<file path="src/rtl/tlbpt_pkg.sv">
package tlbpt_pkg;

  // Logical and physical addresses are always 16 bits wide.
  localparam int unsigned AddrW = 16;
  // Running counters wrap modulo 2^32.
  localparam int unsigned CntW  = 32;

  typedef enum logic [1:0] {
    ST_CLEAR,
    ST_IDLE,
    ST_LOOKUP,
    ST_TABLE
  } ctrl_state_e;

  // Commands from the controller to the datapath.
  typedef struct packed {
    logic clear;    // write one page table entry as unmapped
    logic load;     // capture the incoming address
    logic lookup;   // compare the TLB and read the page table
    logic resolve;  // use the page table word, map on fault, fill the TLB
  } ctrl_cmd_t;

  // Status from the datapath to the controller.
  typedef struct packed {
    logic tlb_hit;   // current address matches a valid TLB entry
    logic clr_last;  // clearing pass is on its last entry
  } dp_status_t;

endpackage

</file>
<file path="src/rtl/tlbpt_ctrl.sv">
module tlbpt_ctrl (
  input  logic                   clk_i,
  input  logic                   rst_ni,
  input  logic                   start_i,
  input  tlbpt_pkg::dp_status_t  status_i,
  output tlbpt_pkg::ctrl_cmd_t   cmd_o,
  output logic                   busy_o
);
  import tlbpt_pkg::*;

  ctrl_state_e state_q, state_d;

  always_ff @(posedge clk_i or negedge rst_ni) begin
    if (!rst_ni) begin
      state_q <= ST_CLEAR;
    end else begin
      state_q <= state_d;
    end
  end

  always_comb begin
    state_d = state_q;
    cmd_o   = '0;
    busy_o  = 1'b1;
    unique case (state_q)
      ST_CLEAR: begin
        cmd_o.clear = 1'b1;
        if (status_i.clr_last) begin
          state_d = ST_IDLE;
        end
      end
      ST_IDLE: begin
        busy_o = 1'b0;
        if (start_i) begin
          cmd_o.load = 1'b1;
          state_d    = ST_LOOKUP;
        end
      end
      ST_LOOKUP: begin
        cmd_o.lookup = 1'b1;
        // A hit finishes here; a miss needs the page table word.
        state_d = status_i.tlb_hit ? ST_IDLE : ST_TABLE;
      end
      ST_TABLE: begin
        cmd_o.resolve = 1'b1;
        state_d       = ST_IDLE;
      end
      default: begin
        state_d = ST_CLEAR;
      end
    endcase
  end

endmodule

</file>
<file path="src/rtl/tlbpt_dp.sv">
module tlbpt_dp #(
  parameter int unsigned TLB_ENTRIES = 16,
  parameter int unsigned PAGE_BITS   = 8,
  parameter int unsigned OFFSET_BITS = 8
) (
  input  logic                                 clk_i,
  input  logic                                 rst_ni,
  input  tlbpt_pkg::ctrl_cmd_t                 cmd_i,
  output tlbpt_pkg::dp_status_t                status_o,
  input  logic [tlbpt_pkg::AddrW-1:0]          logical_address_i,
  output logic                                 valid_o,
  output logic [tlbpt_pkg::AddrW-1:0]          physical_address_o,
  output logic                                 tlb_hit_o,
  output logic                                 page_fault_o,
  output logic [tlbpt_pkg::CntW-1:0]           access_total_o,
  output logic [tlbpt_pkg::CntW-1:0]           hit_total_o,
  output logic [tlbpt_pkg::CntW-1:0]           fault_total_o
);
  import tlbpt_pkg::*;

  localparam int unsigned NumPages = 1 << PAGE_BITS;
  localparam int unsigned IdxW     = $clog2(TLB_ENTRIES);
  localparam int unsigned FillW    = $clog2(TLB_ENTRIES + 1);
  localparam int unsigned WideW    = PAGE_BITS + OFFSET_BITS;

  // Captured address and its page and offset parts.
  logic [AddrW-1:0]       addr_q;
  logic [PAGE_BITS-1:0]   page_w;
  logic [OFFSET_BITS-1:0] offset_w;

  // TLB entries, oldest at index zero.
  logic [PAGE_BITS-1:0] tlb_page_q  [TLB_ENTRIES];
  logic [PAGE_BITS-1:0] tlb_frame_q [TLB_ENTRIES];
  logic [FillW-1:0]     fill_q;
  logic                 tlb_full_w;

  // Page table: each word is {mapped, frame}.
  logic [PAGE_BITS:0]   pt_mem [NumPages];
  logic [PAGE_BITS:0]   pt_rd_q;
  logic [PAGE_BITS-1:0] clr_q;

  logic [PAGE_BITS:0]   next_free_q;
  logic [PAGE_BITS-1:0] alloc_frame_w;
  logic                 fault_w;
  logic [PAGE_BITS-1:0] miss_frame_w;

  logic                 hit_w;
  logic [PAGE_BITS-1:0] hit_frame_w;
  logic [PAGE_BITS-1:0] res_frame_w;
  logic [WideW-1:0]     wide_addr_w;
  logic                 emit_w;

  logic [CntW-1:0] access_q, hit_cnt_q, fault_cnt_q;

  always_ff @(posedge clk_i) begin
    if (cmd_i.load) begin
      addr_q <= logical_address_i;
    end
  end

  assign page_w   = PAGE_BITS'(addr_q >> OFFSET_BITS);
  assign offset_w = addr_q[OFFSET_BITS-1:0];

  // Parallel compare; the loop runs downward so the lowest match wins.
  always_comb begin
    hit_w       = 1'b0;
    hit_frame_w = '0;
    for (int k = TLB_ENTRIES - 1; k >= 0; k--) begin
      if ((FillW'(k) < fill_q) && (tlb_page_q[k] == page_w)) begin
        hit_w       = 1'b1;
        hit_frame_w = tlb_frame_q[k];
      end
    end
  end

  assign status_o.tlb_hit  = hit_w;
  assign status_o.clr_last = &clr_q;

  // Miss handling from the registered page table word.
  assign alloc_frame_w = next_free_q[PAGE_BITS] ? '1 : next_free_q[PAGE_BITS-1:0];
  assign fault_w       = !pt_rd_q[PAGE_BITS];
  assign miss_frame_w  = fault_w ? alloc_frame_w : pt_rd_q[PAGE_BITS-1:0];

  always_ff @(posedge clk_i) begin
    if (cmd_i.clear) begin
      pt_mem[clr_q] <= '0;
    end else if (cmd_i.resolve && fault_w) begin
      pt_mem[page_w] <= {1'b1, alloc_frame_w};
    end
    if (cmd_i.lookup) begin
      pt_rd_q <= pt_mem[page_w];
    end
  end

  always_ff @(posedge clk_i or negedge rst_ni) begin
    if (!rst_ni) begin
      clr_q       <= '0;
      next_free_q <= '0;
    end else begin
      if (cmd_i.clear) begin
        clr_q <= clr_q + 1'b1;
      end
      if (cmd_i.resolve && fault_w && !next_free_q[PAGE_BITS]) begin
        next_free_q <= next_free_q + 1'b1;
      end
    end
  end

  // TLB fill: append while there is room, else shift the oldest out.
  assign tlb_full_w = (fill_q == FillW'(TLB_ENTRIES));

  always_ff @(posedge clk_i) begin
    if (cmd_i.resolve) begin
      for (int k = 0; k < TLB_ENTRIES; k++) begin
        if (tlb_full_w) begin
          if (k == TLB_ENTRIES - 1) begin
            tlb_page_q[k]  <= page_w;
            tlb_frame_q[k] <= miss_frame_w;
          end else begin
            tlb_page_q[k]  <= tlb_page_q[k+1];
            tlb_frame_q[k] <= tlb_frame_q[k+1];
          end
        end else if (fill_q[IdxW-1:0] == IdxW'(k)) begin
          tlb_page_q[k]  <= page_w;
          tlb_frame_q[k] <= miss_frame_w;
        end
      end
    end
  end

  always_ff @(posedge clk_i or negedge rst_ni) begin
    if (!rst_ni) begin
      fill_q <= '0;
    end else if (cmd_i.resolve && !tlb_full_w) begin
      fill_q <= fill_q + 1'b1;
    end
  end

  // Result assembly.
  assign emit_w      = (cmd_i.lookup && hit_w) || cmd_i.resolve;
  assign res_frame_w = cmd_i.resolve ? miss_frame_w : hit_frame_w;
  assign wide_addr_w = {res_frame_w, offset_w};

  always_ff @(posedge clk_i) begin
    if (emit_w) begin
      physical_address_o <= AddrW'(wide_addr_w);
      tlb_hit_o          <= !cmd_i.resolve;
      page_fault_o       <= cmd_i.resolve && fault_w;
    end
  end

  always_ff @(posedge clk_i or negedge rst_ni) begin
    if (!rst_ni) begin
      valid_o     <= 1'b0;
      access_q    <= '0;
      hit_cnt_q   <= '0;
      fault_cnt_q <= '0;
    end else begin
      valid_o <= emit_w;
      if (emit_w) begin
        access_q <= access_q + 1'b1;
      end
      if (cmd_i.lookup && hit_w) begin
        hit_cnt_q <= hit_cnt_q + 1'b1;
      end
      if (cmd_i.resolve && fault_w) begin
        fault_cnt_q <= fault_cnt_q + 1'b1;
      end
    end
  end

  assign access_total_o = access_q;
  assign hit_total_o    = hit_cnt_q;
  assign fault_total_o  = fault_cnt_q;

endmodule

</file>
<file path="src/rtl/tlb_page_table_translator.sv">
// Address translator with a FIFO-replaced TLB and a demand-paged page table.
// A beat is accepted on a rising edge where start_i is high and busy_o is low.
// Each beat yields exactly one result, shown on the result ports for a single
// cycle with valid_o high; the receiver cannot stall, so it must take every
// result in that cycle. A TLB hit returns to idle straight after the lookup
// state, which compares all TLB entries in parallel; a miss goes on through
// the table state, because the page table sits in a synchronous memory whose
// read data is registered, and the fault mapping is written back in that state.
// After reset the block runs a clearing pass over all 2^PAGE_BITS page table
// entries (256 at the default size), one entry a cycle; busy_o stays high
// until it is done. The counter outputs are the running totals including the
// beat just delivered, and wrap at 2^32.
module tlb_page_table_translator #(
  parameter int unsigned TLB_ENTRIES = 16,
  parameter int unsigned PAGE_BITS   = 8,
  parameter int unsigned OFFSET_BITS = 8
) (
  input  logic                         clk_i,
  input  logic                         rst_ni,
  input  logic                         start_i,
  output logic                         busy_o,
  input  logic [tlbpt_pkg::AddrW-1:0]  logical_address_i,
  output logic                         valid_o,
  output logic [tlbpt_pkg::AddrW-1:0]  physical_address_o,
  output logic                         tlb_hit_o,
  output logic                         page_fault_o,
  output logic [tlbpt_pkg::CntW-1:0]   access_total_o,
  output logic [tlbpt_pkg::CntW-1:0]   hit_total_o,
  output logic [tlbpt_pkg::CntW-1:0]   fault_total_o
);
  import tlbpt_pkg::*;

  ctrl_cmd_t  cmd;
  dp_status_t status;

  // The controller sequences clear, lookup and miss handling.
  tlbpt_ctrl u_ctrl (
    .clk_i    (clk_i),
    .rst_ni   (rst_ni),
    .start_i  (start_i),
    .status_i (status),
    .cmd_o    (cmd),
    .busy_o   (busy_o)
  );

  // The datapath holds the TLB, the page table memory and the counters.
  tlbpt_dp #(
    .TLB_ENTRIES (TLB_ENTRIES),
    .PAGE_BITS   (PAGE_BITS),
    .OFFSET_BITS (OFFSET_BITS)
  ) u_dp (
    .clk_i              (clk_i),
    .rst_ni             (rst_ni),
    .cmd_i              (cmd),
    .status_o           (status),
    .logical_address_i  (logical_address_i),
    .valid_o            (valid_o),
    .physical_address_o (physical_address_o),
    .tlb_hit_o          (tlb_hit_o),
    .page_fault_o       (page_fault_o),
    .access_total_o     (access_total_o),
    .hit_total_o        (hit_total_o),
    .fault_total_o      (fault_total_o)
  );

endmodule

</file>
<file path="config.mk">
export PLATFORM = sky130hd
export DESIGN_NAME = tlb_page_table_translator
export DESIGN_NICKNAME = d
export VERILOG_FILES = /design/src/rtl/tlbpt_pkg.sv /design/src/rtl/tlbpt_ctrl.sv /design/src/rtl/tlbpt_dp.sv /design/src/rtl/tlb_page_table_translator.sv
export SDC_FILE = /design/constraint.sdc
export NUM_CORES = 2
export LEC_CHECK = 0
export BUFFER_PORTS_ARGS = -buffer_cell sky130_fd_sc_hd__buf_2
export CAP_MARGIN = 30
export CORE_ASPECT_RATIO = 1.75
export CORE_MARGIN = 10
export CORE_UTILIZATION = 45
export CTS_CLUSTER_SIZE = 30
export DETAILED_ROUTE_END_ITERATION = 6
export HOLD_SLACK_MARGIN = 0.05
export PLACE_DENSITY = 0.62
export SETUP_SLACK_MARGIN = 0.4
export SYNTH_ARGS = -nofsm -noshare
export SYNTH_HDL_FRONTEND = slang
export SYNTH_SLANG_ARGS = --single-unit
</file>
<file path="constraint.sdc">
create_clock -name clk_i -period 12.7 [get_ports clk_i]
set_clock_uncertainty 0.15 [all_clocks]
set_input_delay 0.635 -clock clk_i [delete_from_list [all_inputs] [get_ports clk_i]]
set_output_delay 0.635 -clock clk_i [all_outputs]
set_load 0.02 [all_outputs]
</file>
Word-level counts from Yosys, hierarchy flattened
Memory sizes are Yosys's and may differ from the RTL's. A register that Yosys moved wholly into a read port is not among the register bits.
Index checks and enable logic that the tools add are counted.
{ "totals": {"register_bits": 155, "mem_bits_rw": 2560, "in_bits": 19, "n_memories": 3, "word_cells": 288} }
{ "mem_list": {"columns": ["memory", "words", "word_bits", "read_ports", "rd_ports_with_merged_regs", "write_ports", "line_no", "rtl"], "rows": [
  ["u_dp.pt_mem", 256, 9, 1, 1, 1, "tlbpt_dp.sv:38", "logic [PAGE_BITS:0] pt_mem [NumPages];"],
  ["u_dp.tlb_frame_q", 16, 8, 16, 0, 16, "tlbpt_dp.sv:33", "logic [PAGE_BITS-1:0] tlb_frame_q [TLB_ENTRIES];"],
  ["u_dp.tlb_page_q", 16, 8, 16, 0, 16, "tlbpt_dp.sv:32", "logic [PAGE_BITS-1:0] tlb_page_q [TLB_ENTRIES];"]
]} }
{ "classes": {"muxes": 152, "n_reduce_logical": 30, "bitwise_logic": 32, "eq_ne": 37, "add_sub_neg": 6, "magnitude_cmp": 16} }
{ "op_table": {"columns": ["operator", "count"], "rows": [
  ["8-bit 2-to-1 mux", 52],
  ["8-bit == test", 16],
  ["32-bit by 1-bit adder with 32-bit output (second input constant)", 3],
  ["1-bit 2-to-1 mux", 95],
  ["4-bit by 5-bit < comparator with 1-bit output (first input constant)", 8],
  ["4-bit == test (second input constant)", 8],
  ["1-bit OR", 32],
  ["1-bit logical AND", 20],
  ["3-bit by 5-bit < comparator with 1-bit output (first input constant)", 4],
  ["4-bit by 3-bit == test with 1-bit output (second input constant)", 4],
  ["1-bit by 5-bit < comparator with 1-bit output (first input constant)", 2],
  ["2-bit by 5-bit < comparator with 1-bit output (first input constant)", 2],
  ["9-bit by 1-bit adder with 9-bit output (second input constant)", 1],
  ["9-bit 2-to-1 mux", 1],
  ["9-bit OR reduction", 1],
  ["8-bit by 1-bit adder with 8-bit output (second input constant)", 1],
  ["4-bit by 2-bit == test with 1-bit output (second input constant)", 2],
  ["2-bit one-hot mux with 4 select lines", 1],
  ["8-bit AND reduction", 1],
  ["2-bit 2-to-1 mux", 3],
  ["5-bit by 1-bit adder with 5-bit output (second input constant)", 1],
  ["5-bit == test (second input constant)", 1],
  ["2-bit == test (second input constant)", 2],
  ["4-bit by 1-bit == test with 1-bit output (second input constant)", 1],
  ["7 further kinds", 11]
]} }

Logic depth before layout (Yosys ltp)
{ "logic_depth": {"depth_word": 20, "depth_mapped": 12, "depth_no_buf": 9} }

By module
A second synthesis with hierarchy kept.
{ "unflattened": {"cells_unflattened": 5388, "area_unflattened_um2": 109243.5} }
{ "by_module_without_submodules": {"columns": ["module", "area_per_inst_um2", "seq_area_each_um2", "n_inst", "cells_per_inst"], "rows": [
  ["tlbpt_dp", 109070.9, 81142.8, 1, 5370],
  ["tlbpt_ctrl", 172.7, 50.0, 1, 18]
]} }

Least setup slack after synthesis
OpenSTA, ideal clock, no wires.
{ "synth_timing": {"path_kind": "reg-to-reg", "from": "reg u_ctrl.state_q[1]", "to": "mem u_dp.pt_mem[0][7] (netlist bit) (data pin)", "path_slack_ps": 3777, "n_path_buf": 3, "stages_incl_launch_ff": 8, "t_arrival_ps": 7385, "period_less_slack_ps": 8923, "setup_time_ps": 1388, "path_cell_list": "dfrtp_1 -> ha_1 -> clkbuf_1 -> nand2b_1 -> clkbuf_1 -> or2_2 -> clkbuf_1 -> nor2_1"} }
{ "synth_via": {"elab_chain_len": 8} }
{ "synth_lines": {"columns": ["item", "line_no", "rtl"], "rows": [
  ["from (decl)", "tlbpt_ctrl.sv:11", "ctrl_state_e state_q, state_d;"],
  ["from (signal assigned)", "tlbpt_ctrl.sv:17", "state_q <= state_d;"],
  ["2-bit == test", "tlbpt_ctrl.sv:25", "unique case (state_q)"],
  ["1-bit 2-to-1 mux", "tlbpt_ctrl.sv:25", null],
  ["1-bit logical AND", "tlbpt_dp.sv:87", "end else if (cmd_i.resolve && fault_w) begin"],
  ["1-bit 2-to-1 mux", "tlbpt_dp.sv:87", null],
  ["1-bit 2-to-1 mux *", "tlbpt_dp.sv:85", "if (cmd_i.clear) begin"],
  ["1-bit 2-to-1 mux (not written as such) *", "tlbpt_dp.sv:88", "pt_mem[page_w] <= {1'b1, alloc_frame_w};"],
  ["9-bit OR reduction (no line) *", null, null],
  ["9-bit 2-to-1 mux (no line) *", null, null],
  ["to (decl)", "tlbpt_dp.sv:38", null]
]} }
Every way passes the cells marked *; elsewhere a longest branch is shown, timed or not.

==> metrics.yaml <==
power_and_ir_drop:
  switchingPower_uw: 4935
  vdd_drop_max_uv: 105.2
  p_sw_share_pct: 24.71
  total_power_uw: 19980
  seqPwrFrac_pct: 50.5
  comb_power_share_pct: 12.8
  power.internal_uw: 15040
  power.leakage_uw: 0.04261
  p_per_area_nw_per_um2: 163.3
  pwr-share-clk_pct: 36.7
timing:
  fin_setup_tns_ps: 0
  maxSlewHeadroom_pct: 27.04
  finalCritPeriodShare_pct: 46.14
  rsz0062_at_grt: "no"
  setup_viol: 0
  fmax_mhz: 170.6
  fin_crit_ps: 5860
  worstMarginPinSlew_ps: 1094
  hold_violations: 0
  maxSlewViolCount: 0
cts:
  root_buffer: "clkbuf_16"
  cts_buffer_depth: 4
  cts_setup_buffers: 0
  cts_tree: "yes"
  cts_made_buffers: 233
  cts_sinks: 2724
  insertion_delay_ps: 870
  clk_pin_slew_ps: 70
  h-tree-depth: 4
die:
  initial_core_util_pct: 45.13
  num_io_pins: 135
  die_h_um: 671.6
  core-area_um2: 241900
  die_w_um: 392.3
  placement_rows: 239
  die-area_um2: 263500
cells_and_area:
  final_cells: 8941
  drive_above_1_share_pct: 27.37
  seqCellArea_um2: 81190
  nets: 5651
  areaGrowthSynthToFinish_pct: 12.08
  multi_input_area_um2: 26640
  nFillCells: 19028
logic_synthesis:
  ys_ff_latch: 2724
  synth_edf_count: 2603
  synthArstFlopShare_pct: 4.442
  yosysWarnings: 0
  synth_ff_type: "edfxtp_1"
  postSynthAreaPerCell_um2: 20.33
  syn-num-nets: 5402
  ys_seq_area_share_pct: 74.37
  synth_area_um2: 109200
  synthCells: 5370
  synth_top_cell_area_share_pct: 71.60
  synth_cell_types: 65
  ys_top_cells_by_area: "edfxtp_1 72%, mux4_2 16%, dfrtp_1 2.8%"
  synth_top_area_cell: "edfxtp_1"
worst_setup_path:
  crit_fanout: 105
  start_kind: "flop"
  crit_required_ps: 13160
  arrival_ps: 6320
  cp-end-kind: "flop"
  worstSetupPathType: "flop to flop"
global_routing:
  grt_use_met1_pct: 22.19
  grt_pass1_wl_um: 391900
  use_met3_pct: 2.569
  grt_max_degree: 221
  grt_busiest_layer: "met2"
  grt.total_usage_pct: 20.26
  grt_pass1_vias: 55351
  grt_overflow: 0
  antenna_found_initial: 4
  met2_usage_pct: 37.54
drt:
  vias: 52634
  routed_wl_um: 269200
  viasPerCell: 5.887
  ant_nets: 0
  drt_iter0_drc: 4235
  wl_per_cell_um: 30.10
  route.detailed.drc: 0
  drt_first_pass_iters: 5
placed_design:
  place_congestion: 0.8493
  placedCellCount: 8484
  numPortBuffers: 134
  hpwl_um: 174600
min_path:
  min_path_type: "primary input to asynchronous set/reset pin"
job:
  max_cap_violations: 0
outcome:
  run_status: "finished clean"
kinds of logic (layout without fill, tap and decap cells):
kind of cell | after synthesis | in the layout | share of synthesized area (%)
compound gates | 304 | 304 | 1.749
xor+xnor | 239 | 239 | 1.917
buf+inv | 356 | 792 | 1.421
mux | 877 | 877 | 16.84
flops | 2724 | 2724 | 74.37
other cells | 0 | 2 | 0
fa+ha+maj | 13 | 13 | 0.1490
simple gates | 857 | 857 | 3.545
synth_stat cells, drive strengths merged, types with 6 or more instances:
cell / count
nand2: 269
and4: 7
a211oi: 6
clkbuf: 176
a21o: 7
nor2b: 9
xor2: 84
o221ai: 6
o211ai: 7
o21ai: 148
a22oi: 32
mux2: 121
buf: 138
a22o: 10
nand2b: 19
a31o: 6
nor2: 329
nor3b: 6
dfrtp: 121
edfxtp: 2603
inv: 41
ha: 13
and3: 12
xnor2: 155
a21oi: 30
nand3: 54
or3: 9
nor3: 43
or4: 7
mux4: 756
o31ai: 19
nand4: 47
nor4: 26
cells in the final DEF, fill, tap and decap left out, types with 32 or more instances in the layout:
cell and instances:
edfxtp_1 2603, nand4_1 46, clkinv_1 50, clkbuf_1 36, nor2_1 321, nor3_1 36, buf_2 133, nand2_1 256
xor2_1 84, xnor2_1 155, o21ai_0 141, dfrtp_1 121, clkinv_2 37, inv_1 40, clkbuf_16 238, mux2_2 121
bufinv_16 32, a22oi_1 32, mux4_2 756, buf_4 127, nand3_1 54
power by group through the flow:
stage               sequential (uW)  combinational, uW  clock (uW)
detailed placement            10300               2570           0
global placement              10300               2530           0
global route                  10100               2700        7790
finish                        10100               2570        7320
floorplan                     10300               1590           0
CTS                           10100               2580        7450
critical path, cell delays in order (launching register included):
cell      delay [ps]
edfxtp_1         340
buf_4            210
buf_16           320
buf_12           650
buf_4            750
buf_4            740
mux4_2           580
mux4_2           510
mux4_2           480
a22oi_1          460
nand2_1          110
path summary, 6_finish.rpt:
check	start	end	slack (ps)	cells after the start
worst min-delay path	rst_ni	u_dp.hit_total_o[13]	190	2
worst min register to register	u_dp.addr_q[1]	u_dp.physical_address_o[1]	270	0
worst max register to register	u_dp.addr_q[8]	u_dp.pt_rd_q[6]	6840	10
min in group clk_i	u_dp.addr_q[1]	u_dp.physical_address_o[1]	270	0
worst max-delay path	u_dp.addr_q[8]	u_dp.pt_rd_q[6]	6840	10
max in group asynchronous	rst_ni	u_dp.fault_total_o[26]	10900	3
routing by layer:
| layer | share of wire [%] | vias to the layer above | wire length, um |
|---|---|---|---|
| li1 | - | 22368 | - |
| met1 | 34 | 28054 | 91320 |
| met2 | 55 | 1673 | 148000 |
| met3 | 4.8 | 537 | 12800 |
| met4 | 6.3 | 2 | 17000 |
| met5 | 0.0045 | - | 12 |
flip-flops by register name, indices dropped and copies added, names as in the netlist:
name,cells
u_dp.physical_address_o,16
u_dp.page_fault_o,1
u_dp.pt_rd_q,9
u_dp.tlb_page_q,128
u_ctrl.state_q,2
u_dp.hit_total_o,32
u_dp.tlb_hit_o,1
u_dp.access_total_o,32
u_dp.valid_o,1
u_dp.addr_q,16
u_dp.next_free_q,9
u_dp.fill_q,5
u_dp.pt_mem,2304
u_dp.fault_total_o,32
u_dp.clr_q,8
u_dp.tlb_frame_q,128
stage by stage:
step	hold slack (ps)	worst slack, ps	util (%)	instance area, um^2
finish	187.7	6840	50.58	122400
global route	216.0	6405	50.58	122400
CTS	181.6	6549	50.45	122100
detailed placement	254.5	6563	47.18	114100
global placement	251.0	6261	46.89	113400
floorplan	189.4	3777	-	109200
repair_timing:
action                     4_1_cts  5_1_grt
hold buffers                    18        0
hold endpoints to repair        80        0
setup endpoints to repair        0        0
gates resized for setup          0        0
cell type report:
type / count / area share [%]
sequential: 2724 / 66.36
multi-input combinational: 2290 / 21.77
antenna: 2 / 0.004090
inverter: 42 / 0.1350
clock buffer: 287 / 5.109
tap: 3133 / 3.204
timing repair buffer: 328 / 2.201
clock inverter: 135 / 1.223
No activity file was read; power rests on OpenSTA's default activity.
